==> src/design/utf8pn_pkg.sv <==
// ============================================================================
// utf8pn_pkg: shared types, constants and helper functions
// Punctuation folding and whitespace trimming for a UTF-8 byte stream.
// ============================================================================
package utf8pn_pkg;

	// held whitespace run
	localparam int RUN_DEPTH = 16;
	localparam int RUN_CNT_W = $clog2(RUN_DEPTH + 1);
	localparam int RUN_IDX_W = (RUN_DEPTH > 1) ? $clog2(RUN_DEPTH) : 1;

	// byte codes
	localparam logic [7:0] LEAD_E2    = 8'hE2;
	localparam logic [7:0] LEAD_C2    = 8'hC2;
	localparam logic [7:0] CONT_80    = 8'h80;
	localparam logic [7:0] CONT_88    = 8'h88;
	localparam logic [7:0] LSQUO      = 8'h98;
	localparam logic [7:0] RSQUO      = 8'h99;
	localparam logic [7:0] PRIME      = 8'hB2;
	localparam logic [7:0] LDQUO      = 8'h9C;
	localparam logic [7:0] RDQUO      = 8'h9D;
	localparam logic [7:0] EMDASH     = 8'h94;
	localparam logic [7:0] ENDASH     = 8'h93;
	localparam logic [7:0] MINUS_LO   = 8'h92;
	localparam logic [7:0] NBSP_LO    = 8'hA0;
	localparam logic [7:0] CH_APOS    = 8'h27;
	localparam logic [7:0] CH_DQUOTE  = 8'h22;
	localparam logic [7:0] CH_HYPHEN  = 8'h2D;
	localparam logic [7:0] CH_SPACE   = 8'h20;
	localparam logic [7:0] CH_TAB     = 8'h09;
	localparam logic [7:0] CH_CR      = 8'h0D;
	localparam logic [7:0] CH_LF      = 8'h0A;

	// whitespace codes held in the run
	localparam logic [1:0] WS_SPACE = 2'd0;
	localparam logic [1:0] WS_TAB   = 2'd1;
	localparam logic [1:0] WS_CR    = 2'd2;
	localparam logic [1:0] WS_LF    = 2'd3;

	typedef enum logic [1:0] {
		ST_PARSE,
		ST_FLUSH,
		ST_END
	} state_t;

	typedef enum logic [2:0] {
		EM_NONE,
		EM_SYM,
		EM_RUN,
		EM_OVF,
		EM_END
	} emit_t;

	typedef struct packed {
		logic  load;
		logic  advance;
		logic  run_push;
		logic  run_pop;
		logic  clear;
		emit_t emit;
	} cmd_t;

	typedef struct packed {
		logic done;
		logic last;
		logic drop;
		logic is_ws;
		logic run_full;
		logic run_empty;
		logic run_one;
		logic slot_free;
	} stat_t;

	// replacement for E2 c1 c2, zero when not a listed sequence
	function automatic logic [7:0] triple_map(input logic [7:0] c1, input logic [7:0] c2);
		logic [7:0] r;
		r = 8'h00;
		if (c1 == CONT_80) begin
			if (c2 == LSQUO || c2 == RSQUO || c2 == PRIME)
				r = CH_APOS;
			else if (c2 == LDQUO || c2 == RDQUO)
				r = CH_DQUOTE;
			else if (c2 == EMDASH || c2 == ENDASH)
				r = CH_HYPHEN;
		end
		if (c1 == CONT_88 && c2 == MINUS_LO)
			r = CH_HYPHEN;
		return r;
	endfunction

	function automatic logic is_letter(input logic [7:0] b);
		return (b >= 8'h41 && b <= 8'h5A) || (b >= 8'h61 && b <= 8'h7A);
	endfunction

	// {valid, code}
	function automatic logic [2:0] ws_code(input logic [7:0] b);
		logic [2:0] r;
		case (b)
			CH_SPACE: r = {1'b1, WS_SPACE};
			CH_TAB:   r = {1'b1, WS_TAB};
			CH_CR:    r = {1'b1, WS_CR};
			CH_LF:    r = {1'b1, WS_LF};
			default:  r = 3'b000;
		endcase
		return r;
	endfunction

	function automatic logic [7:0] ws_char(input logic [1:0] code);
		logic [7:0] r;
		unique case (code)
			WS_SPACE: r = CH_SPACE;
			WS_TAB:   r = CH_TAB;
			WS_CR:    r = CH_CR;
			WS_LF:    r = CH_LF;
			default:  r = CH_SPACE;
		endcase
		return r;
	endfunction

endpackage

==> src/design/utf8pn_ctrl.sv <==
// ============================================================================
// utf8pn_ctrl: sequencing state machine
// Steps the parser through the byte buffer, flushes held whitespace and
// issues the end marker; drives the datapath by command struct.
// ============================================================================
module utf8pn_ctrl (
	input  logic               clk,
	input  logic               arst_n,
	input  logic               s_tvalid,
	output logic               s_tready,
	input  utf8pn_pkg::stat_t  stat,
	output utf8pn_pkg::cmd_t   cmd
);

	utf8pn_pkg::state_t state_q, state_n;

	always_ff @(posedge clk or negedge arst_n) begin
		if (!arst_n)
			state_q <= utf8pn_pkg::ST_PARSE;
		else
			state_q <= state_n;
	end

	always_comb begin
		state_n      = state_q;
		s_tready     = 1'b0;
		cmd.load     = 1'b0;
		cmd.advance  = 1'b0;
		cmd.run_push = 1'b0;
		cmd.run_pop  = 1'b0;
		cmd.clear    = 1'b0;
		cmd.emit     = utf8pn_pkg::EM_NONE;
		unique case (state_q)
			utf8pn_pkg::ST_PARSE: begin
				if (stat.done) begin
					if (stat.last) begin
						state_n = utf8pn_pkg::ST_END;
					end else begin
						s_tready = 1'b1;
						cmd.load = s_tvalid;
					end
				end else if (stat.drop) begin
					cmd.advance = 1'b1;
				end else if (stat.is_ws) begin
					if (!stat.run_full) begin
						cmd.run_push = 1'b1;
						cmd.advance  = 1'b1;
					end else if (stat.slot_free) begin
						// run full: oldest byte goes out flagged
						cmd.emit     = utf8pn_pkg::EM_OVF;
						cmd.run_pop  = 1'b1;
						cmd.run_push = 1'b1;
						cmd.advance  = 1'b1;
					end
				end else if (!stat.run_empty) begin
					state_n = utf8pn_pkg::ST_FLUSH;
				end else if (stat.slot_free) begin
					cmd.emit    = utf8pn_pkg::EM_SYM;
					cmd.advance = 1'b1;
				end
			end
			utf8pn_pkg::ST_FLUSH: begin
				if (stat.slot_free) begin
					cmd.emit    = utf8pn_pkg::EM_RUN;
					cmd.run_pop = 1'b1;
					if (stat.run_one)
						state_n = utf8pn_pkg::ST_PARSE;
				end
			end
			utf8pn_pkg::ST_END: begin
				if (stat.slot_free) begin
					cmd.emit  = utf8pn_pkg::EM_END;
					cmd.clear = 1'b1;
					state_n   = utf8pn_pkg::ST_PARSE;
				end
			end
			default: state_n = utf8pn_pkg::ST_PARSE;
		endcase
	end

endmodule

==> src/design/utf8pn_dp.sv <==
// ============================================================================
// utf8pn_dp: byte buffer, sequence matcher, whitespace run and output register
// Holds up to three bytes under examination and the held whitespace run.
// ============================================================================
module utf8pn_dp (
	input  logic               clk,
	input  logic               arst_n,
	input  utf8pn_pkg::cmd_t   cmd,
	output utf8pn_pkg::stat_t  stat,
	input  logic [7:0]         in_byte,
	input  logic               in_last,
	output logic               out_valid,
	input  logic               out_ready,
	output logic [7:0]         out_byte,
	output logic               out_has,
	output logic               out_last,
	output logic               out_ovf
);

	localparam logic [utf8pn_pkg::RUN_CNT_W-1:0] RUN_FULL =
		utf8pn_pkg::RUN_CNT_W'(utf8pn_pkg::RUN_DEPTH);
	localparam logic [utf8pn_pkg::RUN_IDX_W-1:0] RUN_TOP =
		utf8pn_pkg::RUN_IDX_W'(utf8pn_pkg::RUN_DEPTH - 1);

	logic [7:0] buf_q [3];
	logic [1:0] cnt_q, pos_q;
	logic       last_q, lead_q;
	logic [1:0] run_q [utf8pn_pkg::RUN_DEPTH];
	logic [utf8pn_pkg::RUN_CNT_W-1:0] run_cnt_q;
	logic       out_valid_q;
	logic [7:0] out_byte_q;
	logic       out_has_q, out_last_q, out_ovf_q;

	logic [7:0] sh0, sh1, sh2, map, sym;
	logic [1:0] rem, adv;
	logic       is_e2, is_c2, brk;
	logic [2:0] ws;
	logic [7:0] buf_n [3];
	logic [utf8pn_pkg::RUN_IDX_W-1:0] push_idx;

	// bytes from the current position on
	always_comb begin
		unique case (pos_q)
			2'd0: begin sh0 = buf_q[0]; sh1 = buf_q[1]; sh2 = buf_q[2]; end
			2'd1: begin sh0 = buf_q[1]; sh1 = buf_q[2]; sh2 = 8'h00;    end
			2'd2: begin sh0 = buf_q[2]; sh1 = 8'h00;    sh2 = 8'h00;    end
			default: begin sh0 = 8'h00; sh1 = 8'h00;    sh2 = 8'h00;    end
		endcase
	end

	assign rem   = cnt_q - pos_q;
	assign map   = utf8pn_pkg::triple_map(sh1, sh2);
	assign is_e2 = (sh0 == utf8pn_pkg::LEAD_E2);
	assign is_c2 = (sh0 == utf8pn_pkg::LEAD_C2);
	// a lead byte waits for more input unless the stream ends here
	assign brk   = !last_q && ((is_e2 && rem < 2'd3) || (is_c2 && rem < 2'd2));

	always_comb begin
		if (is_e2 && rem == 2'd3 && map != 8'h00) begin
			sym = map;
			adv = 2'd3;
		end else if (is_c2 && rem >= 2'd2 && sh1 == utf8pn_pkg::NBSP_LO) begin
			sym = utf8pn_pkg::CH_SPACE;
			adv = 2'd2;
		end else begin
			sym = sh0;
			adv = 2'd1;
		end
	end

	assign ws = utf8pn_pkg::ws_code(sym);

	assign stat.done      = (rem == 2'd0) || brk;
	assign stat.last      = last_q;
	assign stat.drop      = lead_q && !sym[7] && !utf8pn_pkg::is_letter(sym);
	assign stat.is_ws     = ws[2];
	assign stat.run_full  = (run_cnt_q == RUN_FULL);
	assign stat.run_empty = (run_cnt_q == '0);
	assign stat.run_one   = (run_cnt_q == utf8pn_pkg::RUN_CNT_W'(1));
	assign stat.slot_free = !out_valid_q || out_ready;

	// leftover bytes move to the front, the new byte goes behind them
	always_comb begin
		buf_n[0] = (rem > 2'd0) ? sh0 : in_byte;
		buf_n[1] = (rem > 2'd1) ? sh1 : in_byte;
		buf_n[2] = in_byte;
	end

	always_ff @(posedge clk or negedge arst_n) begin
		if (!arst_n) begin
			cnt_q  <= 2'd0;
			pos_q  <= 2'd0;
			last_q <= 1'b0;
			lead_q <= 1'b1;
		end else if (cmd.clear) begin
			cnt_q  <= 2'd0;
			pos_q  <= 2'd0;
			last_q <= 1'b0;
			lead_q <= 1'b1;
		end else if (cmd.load) begin
			cnt_q  <= rem + 2'd1;
			pos_q  <= 2'd0;
			last_q <= in_last;
		end else if (cmd.advance) begin
			pos_q <= pos_q + adv;
			if (!stat.drop)
				lead_q <= 1'b0;
		end
	end

	always_ff @(posedge clk) begin
		if (cmd.load) begin
			buf_q[0] <= buf_n[0];
			buf_q[1] <= buf_n[1];
			buf_q[2] <= buf_n[2];
		end
	end

	// whitespace run: shift line popped at entry zero
	assign push_idx = cmd.run_pop ? RUN_TOP : run_cnt_q[utf8pn_pkg::RUN_IDX_W-1:0];

	always_ff @(posedge clk) begin
		if (cmd.run_pop) begin
			for (int i = 0; i < utf8pn_pkg::RUN_DEPTH - 1; i++)
				run_q[i] <= run_q[i+1];
		end
		if (cmd.run_push)
			run_q[push_idx] <= ws[1:0];
	end

	always_ff @(posedge clk or negedge arst_n) begin
		if (!arst_n)
			run_cnt_q <= '0;
		else if (cmd.clear)
			run_cnt_q <= '0;
		else if (cmd.run_push && !cmd.run_pop)
			run_cnt_q <= run_cnt_q + utf8pn_pkg::RUN_CNT_W'(1);
		else if (cmd.run_pop && !cmd.run_push)
			run_cnt_q <= run_cnt_q - utf8pn_pkg::RUN_CNT_W'(1);
	end

	// output register
	always_ff @(posedge clk or negedge arst_n) begin
		if (!arst_n)
			out_valid_q <= 1'b0;
		else if (cmd.emit != utf8pn_pkg::EM_NONE)
			out_valid_q <= 1'b1;
		else if (out_ready)
			out_valid_q <= 1'b0;
	end

	always_ff @(posedge clk) begin
		if (cmd.emit != utf8pn_pkg::EM_NONE) begin
			out_has_q  <= (cmd.emit != utf8pn_pkg::EM_END);
			out_last_q <= (cmd.emit == utf8pn_pkg::EM_END);
			out_ovf_q  <= (cmd.emit == utf8pn_pkg::EM_OVF);
			unique case (cmd.emit)
				utf8pn_pkg::EM_SYM: out_byte_q <= sym;
				utf8pn_pkg::EM_RUN,
				utf8pn_pkg::EM_OVF: out_byte_q <= utf8pn_pkg::ws_char(run_q[0]);
				default:            out_byte_q <= 8'h00;
			endcase
		end
	end

	assign out_valid = out_valid_q;
	assign out_byte  = out_byte_q;
	assign out_has   = out_has_q;
	assign out_last  = out_last_q;
	assign out_ovf   = out_ovf_q;

endmodule

==> src/design/utf8_punct_normalize_trim_top.sv <==
// ============================================================================
// utf8_punct_normalize_trim_top: UTF-8 punctuation folding and trimming
// Folds curly quotes, primes, dashes and no-break space to ASCII, strips
// leading ASCII non-letters and drops trailing whitespace at end of stream.
// ============================================================================
// Each input byte is loaded into the buffer and then handled by parser steps;
// a new byte is taken only once the buffered bytes are done, or a lead byte
// waits for its sequence. Held whitespace is released from the flush state,
// the end marker from the end state, both through the output register.
// Reset: arst_n clears parser position, run count, leading phase and output
// valid at once; no clearing pass, the block is ready right after reset.
module utf8_punct_normalize_trim_top (
	input  logic       clk,
	input  logic       arst_n,
	input  logic       s_tvalid,
	output logic       s_tready,
	input  logic [7:0] s_tdata,   // [7:0] in_byte
	input  logic       s_tlast,
	output logic       m_tvalid,
	input  logic       m_tready,
	output logic [7:0] m_tdata,   // [7:0] out_byte
	output logic [1:0] m_tuser,   // [0] has_byte, [1] ws_overflow
	output logic       m_tlast
);

	utf8pn_pkg::cmd_t  cmd;
	utf8pn_pkg::stat_t stat;

	utf8pn_ctrl u_ctrl (
		.clk      (clk),
		.arst_n   (arst_n),
		.s_tvalid (s_tvalid),
		.s_tready (s_tready),
		.stat     (stat),
		.cmd      (cmd)
	);

	utf8pn_dp u_dp (
		.clk       (clk),
		.arst_n    (arst_n),
		.cmd       (cmd),
		.stat      (stat),
		.in_byte   (s_tdata),
		.in_last   (s_tlast),
		.out_valid (m_tvalid),
		.out_ready (m_tready),
		.out_byte  (m_tdata),
		.out_has   (m_tuser[0]),
		.out_last  (m_tlast),
		.out_ovf   (m_tuser[1])
	);

endmodule
==> config.mk <==
export PLATFORM = sky130hd
export DESIGN_NAME = utf8_punct_normalize_trim_top
export DESIGN_NICKNAME = d
export VERILOG_FILES = /design/src/design/utf8pn_pkg.sv /design/src/design/utf8pn_ctrl.sv /design/src/design/utf8pn_dp.sv /design/src/design/utf8_punct_normalize_trim_top.sv
export SDC_FILE = /design/constraint.sdc
export NUM_CORES = 1
export LEC_CHECK = 0
export BUFFER_PORTS_ARGS = -buffer_cell sky130_fd_sc_hd__buf_4
export CAP_MARGIN = 10
export CORE_MARGIN = 5
export CORE_UTILIZATION = 62
export CTS_BUF_LIST = sky130_fd_sc_hd__clkbuf_4 sky130_fd_sc_hd__clkbuf_8 sky130_fd_sc_hd__clkbuf_16
export DETAILED_ROUTE_END_ITERATION = 12
export PLACE_DENSITY_LB_ADDON = 0.08
export REMOVE_ABC_BUFFERS = 1
export SYNTH_ARGS = -nofsm -noshare
export SYNTH_HDL_FRONTEND = slang
export SYNTH_HIERARCHICAL = 1
export SYNTH_SLANG_ARGS = --single-unit
export TNS_END_PERCENT = 100
==> constraint.sdc <==
create_clock -name clk -period 5.05 [get_ports clk]
set_input_delay 0.7575 -clock clk [delete_from_list [all_inputs] [get_ports clk]]
set_output_delay 0.7575 -clock clk [all_outputs]
set_load 0.01 [all_outputs]
======== Word level (Yosys, flattened, before mapping) ========
Memory sizes are Yosys's and may differ from the RTL's.
Cells that the tools add are included.
word-level totals
  output and inout bits ................... 13
  input bits .............................. 13
  bits in writable memories ............... 56
  memories ................................ 2
  register bits after elaboration ......... 25
  word-level logic and storage cells ...... 188
memories
  memory      words  width  rd ports  clocked after Yosys merged registers in  wr ports  RTL line         text
  u_dp.run_q  16     2      16        0                                        16        utf8pn_dp.sv:28  logic [1:0] run_q [utf8pn_pkg::RUN_DEPTH];
  u_dp.buf_q  3      8      3         0                                        3         utf8pn_dp.sv:25  logic [7:0] buf_q [3];
operators by class
  $lt $le $gt $ge ......................... 9
  equality and inequality tests ........... 41
  reduce and logical (&&, ||, !) cells .... 43
  $add $sub $neg .......................... 5
  mux-type cells .......................... 77
operators by type and width
  kind                number
  $eq 8x8->1 const B  13
  $mux 8              9
  $mux 2              20
  $pmux 8 s2          2
  $pmux 8 s4          1
  $mux 1              26
  $eq 8x4->1 const B  3
  $mux 3              8
  $pmux 8 s3          1
  $ge 8x7->1 const B  2
  $le 8x7->1 const B  2
  $mux 5              3
  $logic_and 1x1->1   14
  $ne 3x3->1 const B  4
  $pmux 3 s4          1
  $eq 2x2->1 const B  5
  $ne 2x2->1 const B  5
  $pmux 3 s3          1
  $reduce_bool 3->1   3
  $eq 8x6->1 const B  1
  $logic_not 2->1     4
  $logic_or 1x1->1    8
  $mux 4              2
  $reduce_bool 8->1   1
  other kinds (24)    36

======== Longest topological paths before layout ========
  depth after elaboration ................. 25
  gate-level depth with buffers ........... 20
  mapped depth without buffers ............ 18

======== By module ========
The synthesis kept the hierarchy.
by module, submodules not included
  module       times used  seq. area each (sq um)  area an instance (sq um)  cells each
  utf8pn_dp    1           2313.5                  4594.4                    421
  utf8pn_ctrl  1           50.0                    242.7                     26

======== Worst setup path before layout ========
Ideal clock, no wire load.
  path type ............................... register -> register
  start point ............................. register u_dp.pos_q[0]
  end point ............................... register u_dp.pos_q[1]
  clock period less this slack ............ 3901 ps
  cell stages (with the launch flop) ...... 13
  buffers on the path ..................... 2
  arrival ................................. 3781 ps
  library setup time ...................... 120 ps
  required time ........................... 4930 ps
  slack ................................... 1149 ps
  cells stage by stage .................... dfrtp_1 > buf_6 > mux2i_1 > o2bb2ai_2 > or3_4 > o41ai_1 > nor4b_2 > and2_1 > clkbuf_1 > nor2_1 > nand2_1 > a21oi_1 > a31o_1
RTL lines
  element                 RTL line          text
  from (decl)             utf8pn_dp.sv:26   logic [1:0] cnt_q, pos_q;
  from (signal assigned)  utf8pn_dp.sv:105  pos_q <= pos_q + adv;

==> run_results.csv <==
group,metric,value,unit
floorplan,die_area,0.009669,mm²
global_routing,grt_max_degree,21,
timing,slew-limit-headroom,41.58,%
routing,viasPerCell,6.137,
clock_network,path_clk_slew,0.08,ns
floorplan,dieWidth,98.33,µm
yosys,yosysTopAreaCellShare,41.59,%
critical_path,startpoint,"u_dp/pos_q[1]",
power,vdd_drop_max,361.8,µV
timing,fin_ws,0.4400,ns
timing,slew_violations,0,
yosys,synth_area,0.004837,mm²
critical_path,critPathMaxStageDelay,0.71,ns
global_routing,antenna_found_initial,0,
clock_network,hold_buffers,0,
layout,final_common_cell,"edfxtp_1",
critical_path,path_common_cell,"nand2_1",
timing,tns,0,ns
clock_network,cts_tree,"done",
routing,drc,0,
yosys,yosysWarnings,6,
placed_design,dp_hpwl,7147,µm
layout,final_cell_mix,"edfxtp_1, nand2_1, buf_4, nor2_1, nand2b_1",
routing,drtPass1Iterations,5,
yosys,synthTopCellsByArea,"edfxtp_1, dfrtp_1, nand2_1, mux2i_1, mux2_2",
yosys,synth_cells,447,
clock_network,cts_buffers,9,
floorplan,rows,32,
layout,nNetsFinal,501,
routing,drtIter0Drc,293,
critical_path,start_kind,"flop",
yosys,synth_cell_types,71,
timing,min_period,4.610,ns
placed_design,gp_congestion,0.8508,
layout,area_growth,10.42,%
clock_network,numClockSinks,81,
timing,fmax,216.9,MHz
yosys,syn_area_per_cell,10.82,µm²
global_routing,grt_first_pass_wirelength,16300,µm
timing,hold_viol,0,
clock_network,cts_setup_buffers,0,
run,cap_violations,0,
clock_network,htree_levels,3,
timing,tightest_slew,0.8744,ns
yosys,ys_seq_area_share,48.86,%
clock_network,clk_latency,0.35,ns
layout,multi_input_area,0.002283,mm²
routing,post_drt_wl_per_cell,16.93,µm
yosys,ys_seq_elements,81,
layout,drive_gt1_share,21.67,%
worst_hold_path,hold_class,"input port to asynchronous set/reset pin",
critical_path,timing.rr.start,"u_dp/pos_q[1]",
yosys,synth_edf_count,67,
power,p_per_area,635.4,mW/mm²
layout,regArea,0.002365,mm²
timing,setup_viol,0,
timing,rsz0062_at_grt,"no",
layout,n_antenna_cell,0,
power,p_leak,2.104,nW
critical_path,r2r_slack,0.44,ns
yosys,synth_top_cell_by_area,"edfxtp_1",
layout,n_fill_cell,588,
critical_path,r2r_cells,14,
placed_design,dp_worst_setup_slack,0.3991,ns
timing,fin_worst_skew,0.006713,ns
layout,fin_util,69.85,%
floorplan,ioPinCount,26,
global_routing,grt_pass1_vias,3236,
floorplan,initial_core_util,63.25,%
clock_network,cts-resized-gates,0,
timing,min_period_over_period,91.29,%
critical_path,required,5.14,ns
critical_path,critPathMaxFanout,13,
critical_path,crit_chain,"mux2_2, mux2i_1, o2111ai_1, or4b_4, a21boi_4, a21oi_1, a22oi_1, o2bb2ai_1, and3_1, nand2b_1, nor3_1, nand2_1, nand2_1, o21ai_1",
critical_path,cp.arrival,4.70,ns
critical_path,path_class,"flop to flop",
outcome,outcome,"complete, no violations",
yosys,synthFlopType,"edfxtp_1",
floorplan,core,0.007647,mm²
clock_network,cts_buffer_depth,2,
clock_network,cts-root-buf,"clkbuf_8",
routing,vias,3572,
floorplan,die_h,98.33,µm
critical_path,slowest_stage,"dfrtp_1",
routing,routed_wl,9855,µm
routing,detail-route-antenna-nets,0,
critical_path,cp-end-kind,"flop",
placed_design,portBuffers,25,
global_routing,grt.overflow.total,0,
yosys,synthArstFlopShare,17.28,%
global_routing,grt_usage,21.02,%
per-layer routing:
metal  wire length [µm]  global-route usage [%]  part of all wire, %  vias up
li1                   -                       -                    -     1699
met1               4608                   31.49                   47     1715
met2               4387                   30.84                   45      146
met3                743                   4.929                  7.5       12
met4                115                   5.462                  1.2        0
met5                  0                       0                    0        -
power by group:
part           internal (mW)  switching, mW
clock network          0.243          0.242
logic                  0.717          0.883
registers               1.12          0.193
total                   2.08           1.32
final cells by class:
cell class / instances / share of cell area, %
clock inverters: 6 / 1.242
flip-flops and latches: 81 / 44.27
repair buffers: 38 / 5.575
clock buffers: 10 / 2.577
multi-input cells: 328 / 42.75
well taps: 102 / 2.389
inverters: 17 / 1.195
sequential cells by signal (all words and copies together) (netlist names), 2 cells and up:
signal and count:
u_ctrl/state_q 2, u_dp/run_cnt_q 5, u_dp/buf_q 24, u_dp/out_byte 8, u_dp/pos_q 2, u_dp/cnt_q 2, u_dp/run_q 32
logic make-up (layout without fill, tap and decap cells):
kind of cell,after synthesis,after routing,share of synthesized area [%]
buffers and inverters,38,71,4.035
flip-flops,81,81,48.86
AO/OA/AOI/OAI,87,87,13.61
adder cells (fa/ha/maj),14,14,3.570
AND/OR/NAND/NOR,184,184,20.28
multiplexers,37,37,8.096
XOR/XNOR,6,6,1.552
synthesized netlist by cell type (all sizes together), types with 7 or more instances:
cell and instances:
edfxtp 67, nand2 61, o21ai 39, nor2 38, nand2b 22, mux2i 20, inv 17, mux2 17
dfrtp 13, ha 13, clkbuf 12, nor3 12, a21oi 11, and3 9, buf 9, nand3 7
stage by stage:
step,area [µm²],hold slack [ns],instances,power [mW]
finish,5341,0.2376,582,3.394
global placement,5131,0.5002,566,2.852
floorplan,4706,0.4619,426,2.416
detailed placement,5131,0.5131,566,2.904
global route,5341,0.2298,582,3.631
CTS,5335,0.2343,582,3.394
final timing paths:
path,end
min in group clk,u_dp/run_q[0][1]
hold reg to reg,u_dp/run_q[0][1]
setup reg to reg,u_dp/run_q[11][0]
max in group asynchronous,u_dp/lead_q
setup / recovery,u_dp/run_q[11][0]
hold / removal,u_dp/out_valid
worst max-delay path, delay by kind of cell, from the launching register on:
family	cells	cell delay [ns]
and+or+nand+nor	6	1.90
AOI/OAI and AO/OA	6	1.03
muxes	2	0.72
DFF	1	0.71
No activity file was read; power rests on OpenSTA's default activity.
